<file path="src/rtl/cfu_pkg.sv">
package cfu_pkg;

  // Fixed configuration of the arithmetic
  localparam int CORDIC_STAGES  = 16;
  localparam int AXIS_FRAC_BITS = 14;
  localparam int CORDIC_N       = (CORDIC_STAGES < 24) ? CORDIC_STAGES : 24;
  localparam int CIDX_W         = $clog2(CORDIC_N);

  // Datapath widths
  localparam int CW     = 34;   // CORDIC x/y/z
  localparam int TRIG_W = 32;   // Q30 sine/cosine, range [-2^30, 2^30]
  localparam int MUL_W  = 34;   // shared multiplier operands
  localparam int ACC_W  = 64;   // accumulator
  localparam int SQ_W   = 62;   // sum of squares
  localparam int NUM_W  = 61;   // divider numerator
  localparam int DEN_W  = 32;   // divider denominator
  localparam int QUO_W  = 31;   // divider quotient

  localparam logic signed [CW-1:0] CORDIC_X0 = 34'sd652032875;
  localparam logic signed [CW-1:0] TRIG_ONE  = 34'sd1073741824;

  // Unit axis component after reset
  localparam logic signed [15:0] AX_ONE =
    (AXIS_FRAC_BITS >= 15) ? 16'sd32767 : 16'(1 << AXIS_FRAC_BITS);

  // Command codes
  typedef enum logic [2:0] {
    OP_HOME   = 3'd0,
    OP_MOVE   = 3'd1,
    OP_ROT_R  = 3'd2,
    OP_ROT_U  = 3'd3,
    OP_ROT_B  = 3'd4,
    OP_AXIS   = 3'd5,
    OP_SETPOS = 3'd6,
    OP_UNUSED = 3'd7
  } op_t;

  typedef struct packed {
    logic [2:0]         opcode;
    logic signed [15:0] angle;
    logic signed [31:0] vec_x;
    logic signed [31:0] vec_y;
    logic signed [31:0] vec_z;
  } cmd_t;

  typedef struct packed {
    logic signed [15:0] right_x;
    logic signed [15:0] right_y;
    logic signed [15:0] right_z;
    logic signed [15:0] up_x;
    logic signed [15:0] up_y;
    logic signed [15:0] up_z;
    logic signed [15:0] back_x;
    logic signed [15:0] back_y;
    logic signed [15:0] back_z;
    logic signed [31:0] place_x;
    logic signed [31:0] place_y;
    logic signed [31:0] place_z;
  } frame_t;

  // Multiplier-accumulator control
  typedef struct packed {
    logic issue;
    logic first;
  } mac_ctl_t;

  // Arctangent table in units of 2^-32 turn
  function automatic logic [29:0] atan_turn(input logic [4:0] i);
    logic [29:0] v;
    unique case (i)
      5'd0:  v = 30'd536870912;
      5'd1:  v = 30'd316933406;
      5'd2:  v = 30'd167458907;
      5'd3:  v = 30'd85004756;
      5'd4:  v = 30'd42667331;
      5'd5:  v = 30'd21354465;
      5'd6:  v = 30'd10680862;
      5'd7:  v = 30'd5340245;
      5'd8:  v = 30'd2670163;
      5'd9:  v = 30'd1335087;
      5'd10: v = 30'd667544;
      5'd11: v = 30'd333772;
      5'd12: v = 30'd166886;
      5'd13: v = 30'd83443;
      5'd14: v = 30'd41722;
      5'd15: v = 30'd20861;
      5'd16: v = 30'd10430;
      5'd17: v = 30'd5215;
      5'd18: v = 30'd2608;
      5'd19: v = 30'd1304;
      5'd20: v = 30'd652;
      5'd21: v = 30'd326;
      5'd22: v = 30'd163;
      5'd23: v = 30'd81;
      default: v = '0;
    endcase
    return v;
  endfunction

  function automatic logic signed [15:0] sat16(input logic signed [63:0] v);
    logic signed [15:0] r;
    if (v > 64'sd32767) r = 16'sd32767;
    else if (v < -64'sd32768) r = -16'sd32768;
    else r = 16'(v);
    return r;
  endfunction

  function automatic logic signed [31:0] sat32(input logic signed [63:0] v);
    logic signed [31:0] r;
    if (v > 64'sd2147483647) r = 32'sh7fffffff;
    else if (v < -64'sd2147483648) r = 32'sh80000000;
    else r = 32'(v);
    return r;
  endfunction

  function automatic logic [31:0] mag32(input logic signed [31:0] v);
    return v[31] ? (~v + 32'd1) : v;
  endfunction

endpackage

</file>
<file path="src/rtl/cfu_mac.sv">
module cfu_mac import cfu_pkg::*; (
  input  logic                    clk,
  input  logic                    rst_n,
  input  mac_ctl_t                ctl,
  input  logic signed [MUL_W-1:0] op_a,
  input  logic signed [MUL_W-1:0] op_b,
  output logic signed [ACC_W-1:0] acc
);

  logic signed [2*MUL_W-1:0] prod;
  logic signed [ACC_W-1:0]   p_r, acc_r;
  logic                      pv_r, pf_r;

  // Product registered, accumulated in the next cycle
  assign prod = op_a * op_b;

  always_ff @(posedge clk) begin
    if (!rst_n) begin
      pv_r <= 1'b0;
      pf_r <= 1'b0;
    end else begin
      pv_r <= ctl.issue;
      pf_r <= ctl.first;
    end
  end

  always_ff @(posedge clk) begin
    p_r <= prod[ACC_W-1:0];
    if (pv_r) acc_r <= (pf_r ? '0 : acc_r) + p_r;
  end

  assign acc = acc_r;

endmodule
</file>
<file path="config.mk">
export PLATFORM = sky130hd
export DESIGN_NAME = cfu_mac
export DESIGN_NICKNAME = d
export VERILOG_FILES = /design/src/rtl/cfu_pkg.sv /design/src/rtl/cfu_mac.sv
export SDC_FILE = /design/constraint.sdc
export NUM_CORES = 2
export LEC_CHECK = 0
export ABC_AREA = 1
export BUFFER_PORTS_ARGS = -buffer_cell sky130_fd_sc_hd__buf_2
export CORE_MARGIN = 2
export CORE_UTILIZATION = 50
export CTS_BUF_LIST = sky130_fd_sc_hd__clkbuf_2 sky130_fd_sc_hd__clkbuf_4 sky130_fd_sc_hd__clkbuf_8
export CTS_CLUSTER_SIZE = 8
export DETAILED_ROUTE_END_ITERATION = 16
export GPL_TIMING_DRIVEN = 0
export PLACE_DENSITY = 0.66
export SYNTH_ARGS = -nofsm -noshare
export SYNTH_HDL_FRONTEND = slang
export SYNTH_SLANG_ARGS = --single-unit
export TNS_END_PERCENT = 100
</file>
<file path="constraint.sdc">
create_clock -name clk -period 14.44 [get_ports clk]
set_input_delay 2.166 -clock clk [delete_from_list [all_inputs] [get_ports clk]]
set_output_delay 2.166 -clock clk [all_outputs]
set_load 0.01 [all_outputs]
</file>
==> impl_metrics.env <==
export IMPL_synth_area_leaders="fa_1 47%, inv_1 16%, nand2_1 12%"
export IMPL_remaining_drc_errors=0
export IMPL_critical_path_class="input port to flop"
export IMPL_startpoint="op_b[11]"
export IMPL_fmax_ghz=0.0916
export IMPL_synth_cell_types=37
export IMPL_wl_per_cell_um=27.0
export IMPL_hold_buffers=0
export IMPL_detail_route_antenna_nets=0
export IMPL_post_dp_hpwl_um=187000
export IMPL_tns_ns=0
export IMPL_max_cap_violations=9
export IMPL_synthCells=6701
export IMPL_cpPeakStageDelay_ns=1.09
export IMPL_violations="max-capacitance violations, max-slew violations"
export IMPL_gp_congestion=1.05
export IMPL_fin_crit_sh_pct=75.6
export IMPL_numCtsBuffers=17
export IMPL_grt_use_total_pct=43.5
export IMPL_area_growth_pct=4.98
export IMPL_slew_viol_final=88
export IMPL_yosys_warnings=0
export IMPL_cts_root_buf="clkbuf_8"
export IMPL_status="finished, violations left"
export IMPL_num_vias=44426
export IMPL_crit_arrival_ns=11.30
export IMPL_worstHoldStart="p_r[0]"
export IMPL_grt_max_degree=65
export IMPL_fp_dieW_um=324
export IMPL_finClkSkew_ns=0.0223
export IMPL_fin_crit_ns=10.92
export IMPL_grt_overflow=0
export IMPL_yosysSeqAreaShare_pct=6.34
export IMPL_synth_seq_cells=130
export IMPL_drt_initial_drc_count=4642
export IMPL_hold_violations=0
export IMPL_synth_top_area_share_pct=46.7
export IMPL_clock_sinks=130
export IMPL_die_area_um2=105000
export IMPL_tightest_slew_ns=1.59
export IMPL_critPathLaunchType="input port"
export IMPL_final_fill_count=10377
export IMPL_clock_latency_ns=0.49
export IMPL_coreArea_um2=102000
export IMPL_postCtsSetupBuffers=0
export IMPL_first_pass_iters=6
export IMPL_clockBufferDepth=2
export IMPL_grt_pass1_vias=46297
export IMPL_chipHeight_um=324
export IMPL_port_buffer_count=71
export IMPL_worst_path_max_delay_cell="clkbuf_1"
export IMPL_worstSetupEndpointType="flop"
export IMPL_critPathRequiredTime_ns=14.82
export IMPL_syn_nets=8228
export IMPL_grt_pass1_wl_um=317000
export IMPL_rsz0062_at_grt="no"
export IMPL_fin_nets=8319
export IMPL_min_path_type="flop to flop"
export IMPL_crit_top_cell="fa_1"
export IMPL_drt_wl_total_um=221000
export IMPL_clk_pin_slew_ns=0.08
export IMPL_htreeDepth=4
export IMPL_timing_rr_start="pf_r"
export IMPL_antenna_found_initial=20
export IMPL_setup_viol=0
export IMPL_worstPathMaxFanout=10
export IMPL_rows=117
export IMPL_via_per_inst=5.43
export IMPL_io_pins=136
export IMPL_cts_resized=0
export IMPL_synth_edf_count=64
export IMPL_synth_ff_type="dfxtp_1"
export IMPL_syn_avg_cell_area_um2=7.63
export IMPL_async_reset_ff_share_pct=0
export IMPL_initial_core_util_pct=50.3
export IMPL_yosys_area_top_type="fa_1"
export IMPL_slew_headroom_pct=-6.27
export IMPL_drive_above_1_share_pct=2.92
export IMPL_synth_area_um2=51200
export IMPL_cts_tree="yes"
state kept, by name (all words and copies together) (netlist names):
signal / flops
p_r: 64
pv_r: 1
pf_r: 1
acc: 64
critical path, delay by kind of cell:
kind,cells,cell delay (ns)
buf+inv,9,2.61
compound gates,3,1.11
simple gates,7,0.85
fa+ha+maj,9,4.52
cells by family after synthesis:
kind of cell,count (synthesis),share of synthesized area [%]
AOI/OAI and AO/OA,344,3.66
buffers and inverters,2419,17.8
DFF,130,6.34
xor gates and xnor gates,83,1.42
adders and majority gates,1455,53.1
and+or+nand+nor,2270,17.7
stage by stage:
stage | setup WS [ns] | util (%) | hold WS (ns) | cells | area (um^2)
after floorplan | 5.45 | - | 0.508 | 6701 | 51200
after global placement | 3.15 | 52.4 | 0.522 | 8140 | 53200
after detailed placement | 3.09 | 52.4 | 0.532 | 8141 | 53200
after CTS | 3.61 | 52.8 | 0.553 | 8173 | 53700
after global routing | 3.33 | 52.8 | 0.563 | 8178 | 53700
final | 3.52 | 52.9 | 0.546 | 8189 | 53700
per-layer routing:
layer / share of wire (%) / global-route usage, % / vias to the layer above
met5: 0.0059 / 0 / -
met4: 7.5 / 26.6 / 2
met3: 11 / 11.1 / 655
met2: 44 / 66.7 / 2504
met1: 38 / 55.4 / 22351
li1: - / - / 18914
final cells by class:
class / instances / area, um^2 / area share, %
Antenna cell: 16 / 40.0 / 0.0746
Inverter: 2144 / 8050 / 15.0
Buffer: 275 / 1050 / 1.95
Clock inverter: 11 / 126 / 0.235
Tap cell: 1368 / 1710 / 3.19
Timing Repair Buffer: 72 / 383 / 0.713
Clock buffer: 21 / 277 / 0.515
Multi-Input combinational cell: 4152 / 38800 / 72.3
Sequential cell: 130 / 3250 / 6.05
cell usage in the layout (no fill, tap or decap), types with 11 or more instances in the layout:
cell type,n
inv_1,2133
nand2_1,1674
fa_1,1193
nor2_1,338
clkbuf_1,264
ha_1,262
a21oi_1,174
nand3_1,129
o21ai_0,105
buf_2,77
xor2_1,74
dfxtp_1,65
edfxtp_1,64
nand4_1,27
nor2_2,25
o21bai_1,22
clkbuf_8,19
diode_2,16
nand2_2,16
o21ai_1,13
nor3_1,13
a21o_1,12
inv_2,11
nor4_1,11
synth_stat cells, types with 5 or more instances:
master,number
xor2_1,74
or2_2,10
clkbuf_1,269
xnor2_1,9
nand2_1,1674
inv_1,2133
a21oi_1,174
nand3_1,129
dfxtp_1,66
nand2_2,16
inv_2,11
nor4_1,11
nor2_1,338
fa_1,1193
a21o_1,12
nand3_2,6
buf_2,6
nor3_2,5
o21ai_0,105
a21boi_0,8
nor3_1,13
ha_1,262
o21bai_1,22
edfxtp_1,64
nor2_2,25
nand3b_1,7
nand4_1,27
o21ai_1,13
worst paths after layout:
kind                   to  slack [ns]  cells past startpoint
setup reg to reg  acc[58]       10.40                     14
hold reg to reg    acc[0]        0.55                      1
hold / removal     acc[0]        0.55                      1
setup / recovery  p_r[63]        3.52                     28
Power is left out: the tool's default activity adds up to more than one toggle a clock period on the data nets, which glitch-free logic cannot reach.
