==> config.mk <==
export PLATFORM = sky130hd
export DESIGN_NAME = cfu_cordic
export DESIGN_NICKNAME = d
export VERILOG_FILES = /design/src/rtl/cfu_pkg.sv /design/src/rtl/cfu_cordic.sv
export SDC_FILE = /design/constraint.sdc
export NUM_CORES = 1
export LEC_CHECK = 0
export BUFFER_PORTS_ARGS = -buffer_cell sky130_fd_sc_hd__buf_2
export CAP_MARGIN = 10
export CORE_ASPECT_RATIO = 1.1
export CORE_UTILIZATION = 40
export CTS_CLUSTER_DIAMETER = 100
export CTS_CLUSTER_SIZE = 8
export DETAILED_ROUTE_END_ITERATION = 7
export REMOVE_ABC_BUFFERS = 1
export SLEW_MARGIN = 20
export SYNTH_ARGS = -nofsm -noshare
export SYNTH_HDL_FRONTEND = slang
export SYNTH_SLANG_ARGS = --single-unit
==> constraint.sdc <==
create_clock -name clk -period 13.9 [get_ports clk]
set_input_delay 0.695 -clock clk [delete_from_list [all_inputs] [get_ports clk]]
set_output_delay 0.695 -clock clk [all_outputs]
set_load 0.03 [all_outputs]
==> src/rtl/cfu_pkg.sv <==
package cfu_pkg;

  // Fixed configuration of the arithmetic
  localparam int CORDIC_STAGES  = 16;
  localparam int AXIS_FRAC_BITS = 14;
  localparam int CORDIC_N       = (CORDIC_STAGES < 24) ? CORDIC_STAGES : 24;
  localparam int CIDX_W         = $clog2(CORDIC_N);

  // Datapath widths
  localparam int CW     = 34;   // CORDIC x/y/z
  localparam int TRIG_W = 32;   // Q30 sine/cosine, range [-2^30, 2^30]
  localparam int MUL_W  = 34;   // shared multiplier operands
  localparam int ACC_W  = 64;   // accumulator
  localparam int SQ_W   = 62;   // sum of squares
  localparam int NUM_W  = 61;   // divider numerator
  localparam int DEN_W  = 32;   // divider denominator
  localparam int QUO_W  = 31;   // divider quotient

  localparam logic signed [CW-1:0] CORDIC_X0 = 34'sd652032875;
  localparam logic signed [CW-1:0] TRIG_ONE  = 34'sd1073741824;

  // Unit axis component after reset
  localparam logic signed [15:0] AX_ONE =
    (AXIS_FRAC_BITS >= 15) ? 16'sd32767 : 16'(1 << AXIS_FRAC_BITS);

  // Command codes
  typedef enum logic [2:0] {
    OP_HOME   = 3'd0,
    OP_MOVE   = 3'd1,
    OP_ROT_R  = 3'd2,
    OP_ROT_U  = 3'd3,
    OP_ROT_B  = 3'd4,
    OP_AXIS   = 3'd5,
    OP_SETPOS = 3'd6,
    OP_UNUSED = 3'd7
  } op_t;

  typedef struct packed {
    logic [2:0]         opcode;
    logic signed [15:0] angle;
    logic signed [31:0] vec_x;
    logic signed [31:0] vec_y;
    logic signed [31:0] vec_z;
  } cmd_t;

  typedef struct packed {
    logic signed [15:0] right_x;
    logic signed [15:0] right_y;
    logic signed [15:0] right_z;
    logic signed [15:0] up_x;
    logic signed [15:0] up_y;
    logic signed [15:0] up_z;
    logic signed [15:0] back_x;
    logic signed [15:0] back_y;
    logic signed [15:0] back_z;
    logic signed [31:0] place_x;
    logic signed [31:0] place_y;
    logic signed [31:0] place_z;
  } frame_t;

  // Multiplier-accumulator control
  typedef struct packed {
    logic issue;
    logic first;
  } mac_ctl_t;

  // Arctangent table in units of 2^-32 turn
  function automatic logic [29:0] atan_turn(input logic [4:0] i);
    logic [29:0] v;
    unique case (i)
      5'd0:  v = 30'd536870912;
      5'd1:  v = 30'd316933406;
      5'd2:  v = 30'd167458907;
      5'd3:  v = 30'd85004756;
      5'd4:  v = 30'd42667331;
      5'd5:  v = 30'd21354465;
      5'd6:  v = 30'd10680862;
      5'd7:  v = 30'd5340245;
      5'd8:  v = 30'd2670163;
      5'd9:  v = 30'd1335087;
      5'd10: v = 30'd667544;
      5'd11: v = 30'd333772;
      5'd12: v = 30'd166886;
      5'd13: v = 30'd83443;
      5'd14: v = 30'd41722;
      5'd15: v = 30'd20861;
      5'd16: v = 30'd10430;
      5'd17: v = 30'd5215;
      5'd18: v = 30'd2608;
      5'd19: v = 30'd1304;
      5'd20: v = 30'd652;
      5'd21: v = 30'd326;
      5'd22: v = 30'd163;
      5'd23: v = 30'd81;
      default: v = '0;
    endcase
    return v;
  endfunction

  function automatic logic signed [15:0] sat16(input logic signed [63:0] v);
    logic signed [15:0] r;
    if (v > 64'sd32767) r = 16'sd32767;
    else if (v < -64'sd32768) r = -16'sd32768;
    else r = 16'(v);
    return r;
  endfunction

  function automatic logic signed [31:0] sat32(input logic signed [63:0] v);
    logic signed [31:0] r;
    if (v > 64'sd2147483647) r = 32'sh7fffffff;
    else if (v < -64'sd2147483648) r = 32'sh80000000;
    else r = 32'(v);
    return r;
  endfunction

  function automatic logic [31:0] mag32(input logic signed [31:0] v);
    return v[31] ? (~v + 32'd1) : v;
  endfunction

endpackage

==> src/rtl/cfu_cordic.sv <==
module cfu_cordic import cfu_pkg::*; (
  input  logic                     clk,
  input  logic                     rst_n,
  input  logic                     start,
  input  logic signed [15:0]       angle,
  output logic                     done,
  output logic signed [TRIG_W-1:0] cos_q,
  output logic signed [TRIG_W-1:0] sin_q
);

  logic              busy_r, done_r, neg_r;
  logic [CIDX_W-1:0] idx_r;
  logic signed [CW-1:0] x_r, y_r, z_r;

  logic signed [16:0]   t_raw, t_fold;
  logic                 fold_neg;
  logic signed [CW-1:0] z0, dx, dy, at, xf, yf;

  // Fold the angle into [-quarter, +quarter] turn
  always_comb begin
    t_raw    = 17'(angle);
    t_fold   = t_raw;
    fold_neg = 1'b0;
    if (t_raw > 17'sd16384) begin
      t_fold   = t_raw - 17'sd32768;
      fold_neg = 1'b1;
    end else if (t_raw < -17'sd16384) begin
      t_fold   = t_raw + 17'sd32768;
      fold_neg = 1'b1;
    end
    z0 = CW'(t_fold) <<< 16;
  end

  // One micro-rotation per cycle
  assign dx = y_r >>> idx_r;
  assign dy = x_r >>> idx_r;
  assign at = $signed({4'b0000, atan_turn(5'(idx_r))});

  always_ff @(posedge clk) begin
    if (!rst_n) begin
      busy_r <= 1'b0;
      done_r <= 1'b0;
      idx_r  <= '0;
    end else begin
      done_r <= 1'b0;
      if (start) begin
        busy_r <= 1'b1;
        idx_r  <= '0;
      end else if (busy_r) begin
        idx_r <= idx_r + 1'b1;
        if (idx_r == CIDX_W'(CORDIC_N - 1)) begin
          busy_r <= 1'b0;
          done_r <= 1'b1;
        end
      end
    end
  end

  always_ff @(posedge clk) begin
    if (start) begin
      x_r   <= CORDIC_X0;
      y_r   <= '0;
      z_r   <= z0;
      neg_r <= fold_neg;
    end else if (busy_r) begin
      if (!z_r[CW-1]) begin
        x_r <= x_r - dx;
        y_r <= y_r + dy;
        z_r <= z_r - at;
      end else begin
        x_r <= x_r + dx;
        y_r <= y_r - dy;
        z_r <= z_r + at;
      end
    end
  end

  // Undo the fold and clamp to unit range
  always_comb begin
    xf = neg_r ? -x_r : x_r;
    yf = neg_r ? -y_r : y_r;
    if (xf > TRIG_ONE) xf = TRIG_ONE;
    else if (xf < -TRIG_ONE) xf = -TRIG_ONE;
    if (yf > TRIG_ONE) yf = TRIG_ONE;
    else if (yf < -TRIG_ONE) yf = -TRIG_ONE;
  end

  assign cos_q = TRIG_W'(xf);
  assign sin_q = TRIG_W'(yf);
  assign done  = done_r;

endmodule

==> impl_metrics.yaml <==
sta:
  setup_viol: 0
  period_needed_ns: 6.74
  finalHoldViolations: 0
  relSlewSlack_pct: 32.4
  skew_ns: 0.0170
  finalCritPeriodShare_pct: 48.5
  whs_ns: 0.465
  rsz0062_at_grt: "no"
  max_freq_mhz: 148
  drv_slew: 0
  layout_setup_ws_ns: 7.16
  fin_tns_setup_ns: 0
  tightestPinTransition_ns: 1.01
flow_run:
  drv_cap: 0
grt:
  grt_overflow: 0
  grt_pass1_vias: 16900
  grt.total_usage_pct: 23.2
  grt_start_max_net_pins: 65
  grt_pass1_wl_mm: 89.3
  antenna_found_initial: 1
route:
  drtIter0Drc: 1219
  routed_wirelength_mm: 55.8
  first_pass_iters: 5
  vias_per_cell: 6.05
  drcViolationCount: 0
  wl_per_cell_um: 18.9
  detail-route-antenna-nets: 0
  dr_total_vias: 17800
power:
  peakVddDrop_mv: 0.0994
  pwr_density_cell_nw_per_um2: 215
  combPwrFrac_pct: 69.7
  seq_power_share_pct: 18.8
  p_switching_mw: 2.20
  sw_frac_of_total_pct: 51.7
  p_clk_share_pct: 11.5
  leakage_nw: 8.24
  p_int_mw: 2.06
clock_network:
  cts_tree: "yes"
  cts-resized-gates: 0
  cts_max_path_buffers: 2
  clock-sinks: 139
  cts_setup_buffers: 0
  numCtsBuffers: 17
  cts_root_buf: "clkbuf_16"
  clkTransAtPathRegs_ns: 0.07
  cts_hold_buf: 0
  htreeDepth: 4
  clock_latency_ns: 0.47
floorplanning:
  ios: 84
  die-height_um: 228
  die-area_um2: 47500
  start_util_pct: 40.8
  fp-row-count: 82
  die_width_um: 208
  core_area_um2: 45800
layout:
  area_growth_pct: 6.41
  drive_gt1_share_pct: 13.2
  fin_area_um2: 19800
  n_fill_cell: 4641
  multi_input_area_um2: 14700
  layout.nets: 2480
  layout.area.seq_um2: 2990
run_status:
  status: "finished clean"
setup_path:
  arrival_ns: 7.08
  critPathMaxFanout: 42
  worstPathRequired_ns: 14.25
  crit_type: "reg2reg"
  start_kind: "flip-flop"
  end_kind: "flip-flop"
yosys:
  syn_area_um2: 18600
  async_reset_ff_share_pct: 0
  seq_area_frac_synth_pct: 15.9
  ys_ff_latch: 139
  ys_types: 102
  syn_inst: 2392
  yosys.area.top_type: "dfxtp_1"
  synthFlopType: "dfxtp_1"
  syn-mean-instance-area_um2: 7.80
  ys_warn_count: 0
  synth_top_area_share_pct: 12.9
  synth_area_leaders: "dfxtp_1 13%, mux4_2 7.7%, ha_1 7.7%, xor2_1 5.6%, a21oi_1 5.3%"
  synth_edf_count: 19
placement:
  hpwl_mm: 42.7
  detailedPlace.worstSlack_ns: 7.18
  gp_congestion: 0.920
  port_buffers: 83
  placed_cell_area_um2: 19200
min_path:
  hp-class: "reg2reg"
path summary, 6_finish.rpt:
check,start,endpoint,slack [ns],cells after the start
max,idx_r[1],y_r[33],7.16,19
min,z_r[11],z_r[11],0.47,2
max reg2reg,idx_r[1],y_r[33],7.16,19
min reg2reg,z_r[11],z_r[11],0.47,2
flip-flops by register name (all words and copies together), names as in the netlist:
signal / count
y_r: 34
idx_r: 4
at: 30
busy_r: 1
z_r: 34
neg_r: 1
done: 1
x_r: 34
metrics by stage:
stage	total power, mW	cells	utilization [%]
after global routing	4.63	2944	43.4
final	4.26	2945	43.4
after floorplan	3.04	2216	-
after global placement	3.72	2912	42.0
after detailed placement	3.75	2912	42.0
after CTS	4.26	2944	43.4
cells in the mapped netlist (9+ instances only):
cell type / n
nor3_1: 77
o21ai_0: 151
nor2_1: 233
o21bai_1: 14
a211oi_1: 27
mux2_2: 42
dfxtp_1: 120
xor2_1: 120
and4_1: 9
nand2_1: 209
and2_1: 20
or2_2: 15
mux2i_1: 77
nand2b_1: 24
xnor2_1: 108
nand3_1: 48
o21a_1: 31
nand3b_1: 10
mux2_1: 9
clkbuf_1: 119
or4_1: 10
and3_1: 24
nand4_1: 19
buf_1: 18
nor2b_1: 31
mux4_2: 64
a21o_1: 61
buf_2: 24
o31ai_1: 27
ha_1: 115
a31oi_1: 29
inv_1: 45
a21oi_1: 198
a21boi_0: 11
nor4_1: 16
o211ai_1: 17
o22ai_1: 9
edfxtp_1: 19
or3_1: 23
power groups by stage:
stage / Clock (mW) / Sequential, mW / Combinational (mW)
finish: 0.489 / 0.800 / 2.97
global route: 0.511 / 0.815 / 3.30
CTS: 0.497 / 0.796 / 2.96
detailed placement: 0 / 0.805 / 2.94
global placement: 0 / 0.799 / 2.92
floorplan: 0 / 0.680 / 2.36
cell type report:
class / count / share of cell area (%)
Multi-Input combinational cell: 2025 / 74.2
Clock inverter: 15 / 0.876
Clock buffer: 17 / 2.14
Tap cell: 588 / 3.71
Timing Repair Buffer: 108 / 3.04
Inverter: 52 / 0.984
Sequential cell: 139 / 15.1
Antenna cell: 1 / 0.0126
metal layers:
layer,up-vias,routed length [um],track usage [%]
li1,8693,-,-
met1,8565,24000,28.1
met2,452,27600,41.3
met3,100,2100,2.91
met4,0,2040,9.44
met5,-,0,0
critical path, stage by stage, from the launching register on:
cell	delay, ns
dfxtp_4	0.74
buf_4	0.67
mux4_2	0.65
a211o_1	0.33
or3_1	0.37
a21boi_1	0.30
and3_1	0.26
nor2b_1	0.24
and2_1	0.31
nor2_1	0.08
xor2_1	0.16
ha_1	0.42
nand2_1	0.14
a2111oi_0	0.64
o211ai_1	0.28
nand3_1	0.13
o211ai_1	0.11
xor3_1	0.35
nand2_1	0.08
mux2_1	0.31
cell usage in the layout, fill, tap and decap left out, types with 9 or more instances in the layout:
cell       Yosys  routed
nor3_1        77      77
nor2b_1       31      31
clkbuf_16      0      17
and2_1        20      20
o21a_1        31      31
mux2_2        42      42
mux2_1         9       9
a31oi_1       29      29
mux2i_1       77      77
buf_2         24      83
and3_1        24      24
buf_4          7      25
a211oi_1      27      27
and4_1         9       9
o21ai_0      151     151
a21o_1        61      61
xor2_1       120     120
nand3b_1      10      10
nor2_1       233     232
mux4_2        64      64
o21bai_1      14      14
a21oi_1      198     198
o31ai_1       27      27
ha_1         115     115
nand3_1       48      48
nand2_1      209     209
nand2b_1      24      24
or4_1         10      10
or3_1         23      23
nand4_1       19      19
o22ai_1        9       9
edfxtp_1      19      19
inv_1         45      45
xnor2_1      108     108
or2_2         15      15
a21boi_0      11      11
dfxtp_1      120     115
nor4_1        16      16
o211ai_1      17      17
kinds of logic (layout without fill, tap and decap cells):
group                    Yosys count  after routing  synth area share [%]
multiplexers                     195            195                  15.3
adder cells (fa/ha/maj)          118            118                  8.04
AND/OR/NAND/NOR                  810            810                  21.5
other                              0              1                     0
flip-flops                       139            139                  15.9
buffers and inverters            228            192                  5.20
XOR/XNOR                         230            230                  10.9
AO/OA/AOI/OAI                    672            672                  23.1
(Power assumes the default switching activity.)
