**src/rtl/cfu_pkg.sv**
```systemverilog
package cfu_pkg;

  // Fixed configuration of the arithmetic
  localparam int CORDIC_STAGES  = 16;
  localparam int AXIS_FRAC_BITS = 14;
  localparam int CORDIC_N       = (CORDIC_STAGES < 24) ? CORDIC_STAGES : 24;
  localparam int CIDX_W         = $clog2(CORDIC_N);

  // Datapath widths
  localparam int CW     = 34;   // CORDIC x/y/z
  localparam int TRIG_W = 32;   // Q30 sine/cosine, range [-2^30, 2^30]
  localparam int MUL_W  = 34;   // shared multiplier operands
  localparam int ACC_W  = 64;   // accumulator
  localparam int SQ_W   = 62;   // sum of squares
  localparam int NUM_W  = 61;   // divider numerator
  localparam int DEN_W  = 32;   // divider denominator
  localparam int QUO_W  = 31;   // divider quotient

  localparam logic signed [CW-1:0] CORDIC_X0 = 34'sd652032875;
  localparam logic signed [CW-1:0] TRIG_ONE  = 34'sd1073741824;

  // Unit axis component after reset
  localparam logic signed [15:0] AX_ONE =
    (AXIS_FRAC_BITS >= 15) ? 16'sd32767 : 16'(1 << AXIS_FRAC_BITS);

  // Command codes
  typedef enum logic [2:0] {
    OP_HOME   = 3'd0,
    OP_MOVE   = 3'd1,
    OP_ROT_R  = 3'd2,
    OP_ROT_U  = 3'd3,
    OP_ROT_B  = 3'd4,
    OP_AXIS   = 3'd5,
    OP_SETPOS = 3'd6,
    OP_UNUSED = 3'd7
  } op_t;

  typedef struct packed {
    logic [2:0]         opcode;
    logic signed [15:0] angle;
    logic signed [31:0] vec_x;
    logic signed [31:0] vec_y;
    logic signed [31:0] vec_z;
  } cmd_t;

  typedef struct packed {
    logic signed [15:0] right_x;
    logic signed [15:0] right_y;
    logic signed [15:0] right_z;
    logic signed [15:0] up_x;
    logic signed [15:0] up_y;
    logic signed [15:0] up_z;
    logic signed [15:0] back_x;
    logic signed [15:0] back_y;
    logic signed [15:0] back_z;
    logic signed [31:0] place_x;
    logic signed [31:0] place_y;
    logic signed [31:0] place_z;
  } frame_t;

  // Multiplier-accumulator control
  typedef struct packed {
    logic issue;
    logic first;
  } mac_ctl_t;

  // Arctangent table in units of 2^-32 turn
  function automatic logic [29:0] atan_turn(input logic [4:0] i);
    logic [29:0] v;
    unique case (i)
      5'd0:  v = 30'd536870912;
      5'd1:  v = 30'd316933406;
      5'd2:  v = 30'd167458907;
      5'd3:  v = 30'd85004756;
      5'd4:  v = 30'd42667331;
      5'd5:  v = 30'd21354465;
      5'd6:  v = 30'd10680862;
      5'd7:  v = 30'd5340245;
      5'd8:  v = 30'd2670163;
      5'd9:  v = 30'd1335087;
      5'd10: v = 30'd667544;
      5'd11: v = 30'd333772;
      5'd12: v = 30'd166886;
      5'd13: v = 30'd83443;
      5'd14: v = 30'd41722;
      5'd15: v = 30'd20861;
      5'd16: v = 30'd10430;
      5'd17: v = 30'd5215;
      5'd18: v = 30'd2608;
      5'd19: v = 30'd1304;
      5'd20: v = 30'd652;
      5'd21: v = 30'd326;
      5'd22: v = 30'd163;
      5'd23: v = 30'd81;
      default: v = '0;
    endcase
    return v;
  endfunction

  function automatic logic signed [15:0] sat16(input logic signed [63:0] v);
    logic signed [15:0] r;
    if (v > 64'sd32767) r = 16'sd32767;
    else if (v < -64'sd32768) r = -16'sd32768;
    else r = 16'(v);
    return r;
  endfunction

  function automatic logic signed [31:0] sat32(input logic signed [63:0] v);
    logic signed [31:0] r;
    if (v > 64'sd2147483647) r = 32'sh7fffffff;
    else if (v < -64'sd2147483648) r = 32'sh80000000;
    else r = 32'(v);
    return r;
  endfunction

  function automatic logic [31:0] mag32(input logic signed [31:0] v);
    return v[31] ? (~v + 32'd1) : v;
  endfunction

endpackage

```
**src/rtl/cfu_div.sv**
```systemverilog
module cfu_div import cfu_pkg::*; (
  input  logic             clk,
  input  logic             rst_n,
  input  logic             start,
  input  logic [NUM_W-1:0] num,
  input  logic [DEN_W-1:0] den,
  output logic             done,
  output logic [QUO_W-1:0] quo
);

  logic             busy_r, done_r;
  logic [4:0]       cnt_r;
  logic [DEN_W-1:0] rem_r;
  logic [QUO_W-1:0] low_r, q_r;
  logic [DEN_W:0]   sh;
  logic             qbit;

  // Restoring division, one quotient bit per cycle
  assign sh   = {rem_r, low_r[QUO_W-1]};
  assign qbit = (sh >= {1'b0, den});

  always_ff @(posedge clk) begin
    if (!rst_n) begin
      busy_r <= 1'b0;
      done_r <= 1'b0;
      cnt_r  <= '0;
    end else begin
      done_r <= 1'b0;
      if (start) begin
        busy_r <= 1'b1;
        cnt_r  <= '0;
      end else if (busy_r) begin
        cnt_r <= cnt_r + 5'd1;
        if (cnt_r == 5'(QUO_W - 1)) begin
          busy_r <= 1'b0;
          done_r <= 1'b1;
        end
      end
    end
  end

  // Quotient is known to fit in QUO_W bits, so the top bits seed the remainder
  always_ff @(posedge clk) begin
    if (start) begin
      rem_r <= DEN_W'(num[NUM_W-1:QUO_W]);
      low_r <= num[QUO_W-1:0];
      q_r   <= '0;
    end else if (busy_r) begin
      rem_r <= qbit ? DEN_W'(sh - {1'b0, den}) : sh[DEN_W-1:0];
      low_r <= low_r << 1;
      q_r   <= {q_r[QUO_W-2:0], qbit};
    end
  end

  assign done = done_r;
  assign quo  = q_r;

endmodule

```
**config.mk**
```make
export PLATFORM = sky130hd
export DESIGN_NAME = cfu_div
export DESIGN_NICKNAME = d
export VERILOG_FILES = /design/src/rtl/cfu_pkg.sv /design/src/rtl/cfu_div.sv
export SDC_FILE = /design/constraint.sdc
export NUM_CORES = 1
export LEC_CHECK = 0
export BUFFER_PORTS_ARGS = -buffer_cell sky130_fd_sc_hd__buf_2
export CAP_MARGIN = 25
export CORE_MARGIN = 4
export CORE_UTILIZATION = 60
export DETAILED_ROUTE_END_ITERATION = 16
export GPL_TIMING_DRIVEN = 1
export PLACE_DENSITY = 0.85
export SYNTH_ARGS = -nofsm -noshare
export SYNTH_HDL_FRONTEND = slang
export SYNTH_SLANG_ARGS = --single-unit
export TNS_END_PERCENT = 20
```
**constraint.sdc**
```tcl
create_clock -name clk -period 5.6 [get_ports clk]
set_input_delay 0.56 -clock clk [delete_from_list [all_inputs] [get_ports clk]]
set_output_delay 0.56 -clock clk [all_outputs]
set_load 0.1 [all_outputs]
```
==> results of run 1 <==
-- cell type report --
| class | count | area, um2 |
|---|---|---|
| clock inverters | 4 | 33.78 |
| well taps | 136 | 170.2 |
| clock buffers | 12 | 176.4 |
| fillers | 816 | 3069 |
| flip-flops and latches | 101 | 2634 |
| inverters | 45 | 168.9 |
| repair buffers | 131 | 668.1 |
| multi-input cells | 451 | 3450 |
-- metrics by stage --
step	power, mW	cell area (um2)	util (%)	hold slack, ns
3_3_place_gp	1.891	7091	68.38	0.4703
3_5_place_dp	1.928	7091	68.38	0.5001
4_1_cts	2.411	7301	70.40	0.4282
6_report	2.415	7301	70.40	0.4305
5_1_grt	2.562	7301	70.40	0.4309
2_1_floorplan	1.726	6397	-	0.4795
-- critical path, delay by kind of cell (launching register included) --
kind | cells | cell delay, ns
buffers and inverters | 2 | 0.20
adders and majority gates | 2 | 0.60
DFF | 1 | 0.37
xor gates and xnor gates | 1 | 0.15
AOI/OAI and AO/OA | 6 | 1.75
and+or+nand+nor | 1 | 0.12
-- cells by family after synthesis --
kind of cell / synth area share, %
adder cells (fa/ha/maj): 6.963
AND/OR/NAND/NOR: 14.24
XOR/XNOR: 3.149
AO/OA/AOI/OAI: 13.69
flip-flops: 41.15
multiplexers: 15.88
buffers and inverters: 4.929
-- report_power, final --
group / switching (mW) / internal [mW]
logic: 0.535 / 0.454
registers: 0.0439 / 0.896
clock network: 0.268 / 0.218
-- metal layers --
metal,track usage [%],vias up
met4,8.921,0
met2,42.38,172
met1,28.42,2468
li1,-,2526
met5,0,-
met3,5.568,26
-- sequential cells by signal, summed over array words and instances (netlist names) --
name	count
busy_r	1
low_r	31
quo	31
cnt_r	5
done	1
rem_r	32
-- cell usage in the layout, fill, tap and decap left out, types with 4 or more instances in the layout --
master / count
nor3_1: 8
ha_1: 34
nor2_1: 61
a21o_1: 20
a221o_1: 4
o21ai_0: 19
clkbuf_8: 11
xor2_1: 9
and4_1: 4
nor4_1: 6
nand2_1: 25
and2_1: 5
mux2_2: 44
buf_4: 5
mux2i_1: 34
dfxtp_1: 39
nor2b_1: 9
nand4_1: 16
or3_1: 5
inv_1: 45
a21oi_1: 38
xnor2_1: 14
nand2b_1: 4
edfxtp_1: 61
mux2_4: 12
nand3_1: 12
o21bai_1: 7
buf_2: 126
a211oi_1: 4
-- worst max-delay path by stage --
| stage | start | to |
|---|---|---|
| 2_1_floorplan | den[3] | rem_r[10] |
| 3_3_place_gp | den[3] | rem_r[27] |
| 3_5_place_dp | den[15] | rem_r[27] |
| 4_1_cts | low_r[30] | rem_r[26] |
| 5_1_grt | low_r[30] | rem_r[26] |
| 6_report | low_r[30] | rem_r[26] |
==> metrics.md, run 1 <==
| Metric | Value |
|---|---|
| RR Startpoint | `low_r[30]` |
| Max layer used | `met4` |
| Top post-synthesis cells by area | `edfxtp_1, dfxtp_1, mux2_2` |
| Fin Clk Skew | `0.01563 ns` |
| Number of global-route vias before repair | `5266` |
| CTS tree | `yes` |
| Drt pass-1 iters | `5` |
| RSZ-0062 raised after global routing | `false` |
| Synth warn | `0` |
| Hold Path End | `busy_r` |
| Root buf cell | `clkbuf_8` |
| Total of max-cap violations | `0` |
| Register-to-register setup slack | `2.17 ns` |
| Synth Net Count | `around 760` |
| Wire length per cell | `16.95 um` |
| # hold bufs at CTS | `0` |
| Crit-path max FO | `3` |
| Cell taking the most area after synthesis | `edfxtp_1` |
| Vias | `5192` |
| Core area | `10370 um2` |
| Largest net degree at the start of global routing | `65` |
| Worst slew pin tran | `~0.73 ns` |
| Crit path cell chain | `inv_1 > ha_1 > inv_1 > fa_1 > a21o_1 > a221oi_1 > o221a_2 > o211ai_1 > o21ai_0 > nand2_1 > xor2_1 > a221o_1` |
| Met1 WL | `6116 um` |
| Post-synthesis cell area | `6397 um2` |
| Met3 routed WL | `between 900 and 1000 um` |
| Clock-pin slew on the worst setup and hold paths | `0.10 ns` |
| Post-CTS Resized | `0` |
| Fin cells | `880` |
| Syn_area_per_cell | `approximately 10 um2` |
| Num CTS Buffers | `9` |
| Remaining global-route overflow | `0` |
| Die Width | `111.3 um` |
| Ys async rst share | `0%` |
| Die area | `12380 um2` |
| Seq/Total Area, Yosys | `41.15%` |
| Gate Count Post-Synth | `630` |
| # port buffers | `127` |
| Crit path required time | `5.75 ns` |
| DR vias/cell | `5.900` |
| LEAKAGE | `3.274 nW` |
| Min-Delay Startpoint | `rst_n` |
| Ports | `around 130` |
| # Post-CTS Setup Buffers | `0` |
| Arrival time worst endpoint | `3.59 ns` |
| Startpoint types | `flip-flop` |
| Initial antenna violation count | `0` |
| Endpoints failing hold | `0` |
| R2R depth | `12` |
| Pwr dens | `roughly 330 nW/um2` |
| Post-synth top cells | `edfxtp_1, nor2_1, inv_1, mux2_2, dfxtp_1` |
| Final ANT Viol Nets | `0` |
| Gp weighted congestion | `0.9506` |
| Area Overhead vs Synth | `14.12%` |
| Fin. max-slew vios | `0` |
| Cell row count | `37` |
| Max-slew headroom | `51.62%` |
| Global-route wire length before repair | `24530 um` |
| Final worst path period need | `3.431 ns` |
| Fmax | `0.2915 GHz` |
| Period utilization | `between 60% and 70%` |
| Clock Sinks | `101` |
| Critical Path End Type | `flip-flop` |
| Antenna diodes | `0` |
| Layout cells sized above 1 | `28.76%` |
| Post-synth EDFFs | `61` |
| Worst Hold Class | `in2reg` |
| Hold path depth | `2` |
| Clock Latency Late Sink | `0.39 ns` |
| Starting Density | `61.69%` |
| Routed wl met2 | `roughly 7500 um` |
| Synth cell types | `68` |
| Maximum VDD drop | `0.0001871 V` |
| WL final | `~15000 um` |
| Status | `finished clean` |
| Worst path slowest cell | `a221oi_1` |
| Dpl hpwl | `10920 um` |
| Setup violators final | `0` |
| GRT Overall Usage | `24.04%` |
| Placed cell count | `between 800 and 900` |
| Setup TNS | `0 ns` |
| 1st-iter DRT viols | `356` |
| Setup WS post-layout | `between 2 and 2.5 ns` |
| RR Endpoint | `rem_r[26]` |
| CP Class | `reg2reg` |
| Synth top area share | `between 20% and 30%` |
| CTS Buffer Depth | `2` |
| Residual DRC count | `0` |
| CP peak stage delay | `0.53 ns` |
| Pre-CTS WS | `2.092 ns` |
| FF+latch count, synth | `around 100` |
| Total Nets Final | `between 800 and 900` |
| Die H | `111.3 um` |
| Worst path most repeated cell | `inv_1` |
| CTS H-Tree Depth | `3` |
| Main synth FF type | `edfxtp_1` |
No activity file was read; power rests on OpenSTA's default activity.
==> run 2: changes to the inputs <==
- CORE_UTILIZATION: 60 -> 51
- PLACE_DENSITY: 0.85 -> 0.77
- clock period: 5.6 -> 3.05 ns (I/O delays scaled with it)
==> metrics.md, run 2 (synthesized netlist as in run 1, its figures left out) <==
| Metric | Value |
|---|---|
| Fill count | `979 (was 816)` |
| # port buffers | `127 (unchanged)` |
| Starting Density | `52.60% (was 61.69%)` |
| Buf/Inv on CP | `2 (unchanged)` |
| Largest register FFs | `32 (unchanged)` |
| Root buf cell | `clkbuf_16 (was clkbuf_8)` |
| Clock-pin slew on the worst setup and hold paths | `0.07 ns (was 0.10 ns)` |
| M2 GR Usage | `36.35% (was 42.38%)` |
| Final ANT Viol Nets | `0 (unchanged)` |
| Commonest non-fill, non-tap cell in the layout | `buf_2 (unchanged)` |
| Switching power | `1.713 mW (was 0.8468 mW)` |
| Worst path most repeated cell | `buf_4 (was inv_1)` |
| Initial antenna violation count | `0 (unchanged)` |
| Total of max-cap violations | `0 (unchanged)` |
| # hold bufs at CTS | `0 (unchanged)` |
| LEAKAGE | `3.526 nW (was 3.274 nW)` |
| GRT Overall Usage | `21.39% (was 24.04%)` |
| Placement-stage cell area | `7381 um2 (was 7091 um2)` |
| 1st-iter DRT viols | `402 (was 356)` |
| Critical Path End Type | `flip-flop (unchanged)` |
| Antenna diodes | `0 (unchanged)` |
| CTS Buffer Depth | `2 (unchanged)` |
| GRT met3 Usage | `6.362% (was 5.568%)` |
| Biggest register | `rem_r (unchanged)` |
| Vias | `5318 (was 5192)` |
| CTS H-Tree Depth | `3 (unchanged)` |
| Fin. max-slew vios | `0 (unchanged)` |
| CP Class | `reg2reg (unchanged)` |
| Clock power frac | `22.9% (was 20.1%)` |
| CP top delay family | `compound AO/OA/AOI/OAI gates (unchanged)` |
| Worst path slowest cell | `edfxtp_1 (was a221oi_1)` |
| CTS tree | `yes (unchanged)` |
| RSZ-0062 raised after global routing | `true (was false)` |
| Period utilization | `98.37% (was 61.26%)` |
| Fmax | `0.3333 GHz (was 0.2915 GHz)` |
| Residual DRC count | `0 (unchanged)` |
| Largest net degree at the start of global routing | `55 (was 65)` |
| Wire length per cell | `16.53 um (was 16.95 um)` |
| Setup TNS | `0 ns (unchanged)` |
| Num CTS Buffers | `9 (unchanged)` |
| Remaining global-route overflow | `0 (unchanged)` |
| Die H | `120 um (was 111.3 um)` |
| Max-slew headroom | `58.56% (was 51.62%)` |
| Area Overhead vs Synth | `22.98% (was 14.12%)` |
| Die Width | `120 um (was 111.3 um)` |
| Internal | `3.277 mW (was 1.568 mW)` |
| Layout cells sized above 1 | `34.82% (was 28.76%)` |
| Dpl hpwl | `11480 um (was 10920 um)` |
| Total Nets Final | `910 (was 870)` |
| Most frequent cells in the layout | `buf_2, edfxtp_1, nor2_1 (was buf_2, nor2_1, edfxtp_1)` |
| CP peak stage delay | `0.46 ns (was 0.53 ns)` |
| WL final | `15740 um (was 14910 um)` |
| Pwr dens | `634.3 nW/um2 (was 330.7 nW/um2)` |
| Global-route wire length before repair | `25190 um (was 24530 um)` |
| Ports | `128 (unchanged)` |
| Core area | `12160 um2 (was 10370 um2)` |
| Finished Cell Area | `7868 um2 (was 7301 um2)` |
| Drt pass-1 iters | `5 (unchanged)` |
| Cell row count | `40 (was 37)` |
| Crit path required time | `3.16 ns (was 5.75 ns)` |
| Sw Share | `34.33% (was 35.07%)` |
| Number of global-route vias before repair | `5301 (was 5266)` |
| Fin Hold WS | `0.1886 ns (was 0.4305 ns)` |
| Crit path cell chain | `buf_4 > fa_2 > a21o_1 > a221oi_2 > buf_4 > o221a_2 > o211ai_1 > nor2_2 > xnor2_1 > mux2_4 > mux2_2 (was inv_1 > ha_1 > inv_1 > fa_1 > a21o_1 > a221oi_1 > o221a_2 > o211ai_1 > o21ai_0 > nand2_1 > xor2_1 > a221o_1)` |
| DR vias/cell | `5.586 (was 5.900)` |
| Final worst path period need | `3.000 ns (was 3.431 ns)` |
| Comb power frac | `42.4% (was 41.0%)` |
| Gp weighted congestion | `0.8696 (was 0.9506)` |
| Clock Latency Late Sink | `0.36 ns (was 0.39 ns)` |
| Met1 Track Usage GR | `26.55% (was 28.42%)` |
| Arrival time worst endpoint | `3.11 ns (was 3.59 ns)` |
| Reg power frac | `34.7% (was 38.9%)` |
| Gr busiest metal | `met2 (unchanged)` |
| Die area | `14400 um2 (was 12380 um2)` |
| Clock Sinks | `101 (unchanged)` |
| Crit-path max FO | `3 (unchanged)` |
| Setup violators final | `0 (unchanged)` |
| Final total power | `4.990 mW (was 2.415 mW)` |
| Worst Hold Class | `in2reg (unchanged)` |
| Maximum VDD drop | `0.0004459 V (was 0.0001871 V)` |
| Status | `finished clean (unchanged)` |
| Startpoint types | `flip-flop (unchanged)` |
| Worst slew pin tran | `0.6216 ns (was 0.7257 ns)` |
| Endpoints failing hold | `0 (unchanged)` |
| Fin Clk Skew | `0.01181 ns (was 0.01563 ns)` |
-- run 2: changes by cell type in the layout (fill, tap and decap cells not counted), sizes merged --
cell / previous run / this run
clkinv: 2 / 3
buf: 131 / 169
or2: 4 / 6
clkbuf: 12 / 10
inv: 47 / 48
-- run 2: timing repair --
item                       CTS  global route
cloned                       0             2
buffers inserted             0             8
setup endpoints to repair   10            24
resized for setup            6            20
pin swaps                    3            11
-- run 2: worst paths after layout --
check	startpoint	endpoint	slack [ns]	cells past startpoint
setup / recovery	rem_r[0]	rem_r[14]	0.05	11
hold / removal	rst_n	busy_r	0.19	2
setup reg to reg	rem_r[0]	rem_r[14]	0.05	11
hold reg to reg	quo[9]	quo[9]	0.52	2
-- run 2: power by group through the flow --
stage	logic, mW	clock network, mW	registers (mW)
floorplan	1.43	0	1.74
global placement	1.90	0	1.74
detailed placement	1.95	0	1.75
CTS	1.99	1.17	1.73
global route	2.30	1.23	1.75
finish	2.12	1.14	1.73
-- run 2: cell type report --
class                   count  area, um2  share of cell area, %
inverters                  45      168.9                  2.147
clock buffers              10      239.0                  3.038
well taps                 168      210.2                  2.672
flip-flops and latches    101       2634                  33.48
multi-input cells         453       3581                  45.52
clock inverters             6      56.30                 0.7156
repair buffers            169      978.4                  12.44
-- run 2: worst reg2reg max path: stages, from the launching register on --
cell,delay [ns]
edfxtp_1,0.46
buf_4,0.18
fa_2,0.36
a21o_1,0.19
a221oi_2,0.26
buf_4,0.17
o221a_2,0.19
o211ai_1,0.12
nor2_2,0.20
xnor2_1,0.09
mux2_4,0.26
mux2_2,0.26
-- run 2: per-stage QoR --
stage	instances	util (%)	setup slack (ns)
detailed placement	926	60.69	-0.07595
finish	952	64.69	0.04958
CTS	942	63.40	0.02373
floorplan	630	-	0.1429
global route	952	64.69	-0.05245
global placement	926	60.69	-0.004533
-- run 2: per-layer routing --
metal / vias to the layer above / wire length [um]
met4: 0 / 240
met2: 172 / 7784
li1: 2612 / -
met5: - / 0
met3: 25 / 1117
met1: 2509 / 6593
==> run 3: changes to the inputs <==
==> constraint.sdc (replaced) <==
create_clock -name clk -period 3.05 [get_ports clk]
set_input_delay 0.61 -clock clk [delete_from_list [all_inputs] [get_ports clk]]
set_output_delay 0.61 -clock clk [all_outputs]
set_load 0.1 [all_outputs]
==> metrics.md, run 3 (synthesized netlist as in run 1, its figures left out) <==
| Metric | Value |
|---|---|
| Worst Hold Class | `in2reg (unchanged)` |
| DR vias/cell | `5.549 (was 5.586)` |
| Util after Layout | `68.27% (was 64.69%)` |
| GRT met3 Usage | `5.938% (was 6.362%)` |
| Total of max-cap violations | `0 (unchanged)` |
| LEAKAGE | `3.743 nW (was 3.526 nW)` |
| Initial antenna violation count | `0 (unchanged)` |
| Period utilization | `98.42% (was 98.37%)` |
| Number of global-route vias before repair | `5749 (was 5301)` |
| Cell row count | `40 (unchanged)` |
| Pwr dens | `645.1 nW/um2 (was 634.3 nW/um2)` |
| Area Overhead vs Synth | `29.79% (was 22.98%)` |
| Maximum VDD drop | `0.0004301 V (was 0.0004459 V)` |
| Global-route wire length before repair | `26850 um (was 25190 um)` |
| Commonest non-fill, non-tap cell in the layout | `buf_2 (unchanged)` |
| Fin Hold WS | `0.4851 ns (was 0.1886 ns)` |
| CTS H-Tree Depth | `3 (unchanged)` |
| Max-slew headroom | `62.01% (was 58.56%)` |
| Placement-stage cell area | `7818 um2 (was 7381 um2)` |
| CTS Buffer Depth | `2 (unchanged)` |
| Fmax | `0.3331 GHz (was 0.3333 GHz)` |
| CTS tree | `yes (unchanged)` |
| Num CTS Buffers | `9 (unchanged)` |
| Met1 Track Usage GR | `26.50% (was 26.55%)` |
| Wire length per cell | `16.84 um (was 16.53 um)` |
| Vias | `5521 (was 5318)` |
| Ports | `128 (unchanged)` |
| Pre-CTS WS | `-0.2394 ns (was -0.07595 ns)` |
| Setup violators final | `0 (unchanged)` |
| Die Width | `120 um (unchanged)` |
| Setup WS post-layout | `0.04820 ns (was 0.04958 ns)` |
| Worst slew pin tran | `0.5699 ns (was 0.6216 ns)` |
| Root buf cell | `clkbuf_16 (unchanged)` |
| Crit-path max FO | `21 (was 3)` |
| Arrival time worst endpoint | `3.10 ns (was 3.11 ns)` |
| Critical Path End Type | `flip-flop (unchanged)` |
| Finished Cell Area | `8303 um2 (was 7868 um2)` |
| Fin. max-slew vios | `0 (unchanged)` |
| Final ANT Viol Nets | `0 (unchanged)` |
| Most frequent cells in the layout | `buf_2, buf_4, edfxtp_1 (was buf_2, edfxtp_1, nor2_1)` |
| WL final | `16760 um (was 15740 um)` |
| Die area | `14400 um2 (unchanged)` |
| RSZ-0062 raised after global routing | `true (unchanged)` |
| Endpoints failing hold | `0 (unchanged)` |
| # port buffers | `127 (unchanged)` |
| Gp weighted congestion | `0.9414 (was 0.8696)` |
| Final worst path period need | `3.002 ns (was 3.000 ns)` |
| GRT Overall Usage | `22.82% (was 21.39%)` |
| Layout cells sized above 1 | `38.81% (was 34.82%)` |
| Drt pass-1 iters | `5 (unchanged)` |
| Total Nets Final | `953 (was 910)` |
| Largest register FFs | `32 (unchanged)` |
| CP Class | `reg2reg (unchanged)` |
| Remaining global-route overflow | `0 (unchanged)` |
| Residual DRC count | `0 (unchanged)` |
| Core area | `12160 um2 (unchanged)` |
| Die H | `120 um (unchanged)` |
| Startpoint types | `flip-flop (unchanged)` |
| Status | `finished clean (unchanged)` |
| Clock Latency Late Sink | `0.35 ns (was 0.36 ns)` |
| M2 GR Usage | `40.64% (was 36.35%)` |
| Largest net degree at the start of global routing | `52 (was 55)` |
| Dpl hpwl | `12320 um (was 11480 um)` |
| Fin Clk Skew | `0.008515 ns (was 0.01181 ns)` |
| Worst path slowest cell | `edfxtp_1 (unchanged)` |
| 1st-iter DRT viols | `349 (was 402)` |
| Starting Density | `52.60% (unchanged)` |
| Final total power | `5.356 mW (was 4.990 mW)` |
| CP peak stage delay | `0.45 ns (was 0.46 ns)` |
| Biggest register | `rem_r (unchanged)` |
| Gr busiest metal | `met2 (unchanged)` |
| Crit path cell chain | `ha_1 > and2b_1 > o211a_1 > a2111oi_4 > o21ai_2 > and3_4 > or2_4 > mux2_4 > mux2_2 (was buf_4 > fa_2 > a21o_1 > a221oi_2 > buf_4 > o221a_2 > o211ai_1 > nor2_2 > xnor2_1 > mux2_4 > mux2_2)` |
| Antenna diodes | `0 (unchanged)` |
| Crit path required time | `3.15 ns (was 3.16 ns)` |
| Clock-pin slew on the worst setup and hold paths | `0.07 ns (about the same)` |
| Clock Sinks | `101 (unchanged)` |
[run 3: cell count changes in the layout (fill, tap and decap cells not counted), sizes merged]
| cell | previous run | this run |
|---|---|---|
| buf | 169 | 214 |
| clkbuf | 10 | 14 |
| clkinv | 3 | 0 |
| inv | 48 | 47 |
| or2 | 6 | 4 |
[run 3: final cells by class]
cell class	instances	area [um2]
clock buffers	14	296.5
clock inverters	2	20.02
fillers	962	3859
inverters	45	168.9
multi-input cells	451	3679
flip-flops and latches	101	2634
well taps	168	210.2
repair buffers	214	1295
[run 3: metrics by stage]
stage,setup TNS [ns],cells
final,0,995
after global routing,-0.9806,995
after CTS,0,991
after detailed placement,-4.969,975
after global placement,-3.026,975
after floorplan,0,630
[run 3: worst paths after layout]
check | end | start | cells after the start | slack (ns)
min | busy_r | rst_n | 2 | 0.49
min reg2reg | quo[30] | quo[30] | 2 | 0.50
max reg2reg | rem_r[13] | rem_r[0] | 9 | 0.05
max | rem_r[13] | rem_r[0] | 9 | 0.05
[run 3: worst max-delay path, delay by kind of cell, from the launching register on]
kind,cells,cell delay [ns]
flops,1,0.45
compound gates,3,0.66
mux,2,0.60
simple gates,3,0.69
fa+ha+maj,1,0.33
[run 3: per-layer routing]
| layer | wire [um] | share of wire (%) | vias to the layer above |
|---|---|---|---|
| li1 | - | - | 2700 |
| met3 | 923 | 5.5 | 25 |
| met4 | 328 | 2.0 | 0 |
| met1 | 6918 | 41 | 2653 |
| met5 | 0 | 0 | - |
| met2 | 8586 | 51 | 143 |
[run 3: repair_timing]
item                                    CTS  global route
hold buffers                              0             0
resized for setup                         5            18
pin swaps                                 6             4
cloned                                    0             0
endpoints found under the setup margin    5            24
buffers inserted                          0             4
[run 3: where the power goes]
part	switching [mW]	internal [mW]	leakage, nW
clock network	0.540	0.686	0.156
registers	0.107	1.65	0.937
logic	1.12	1.25	2.65
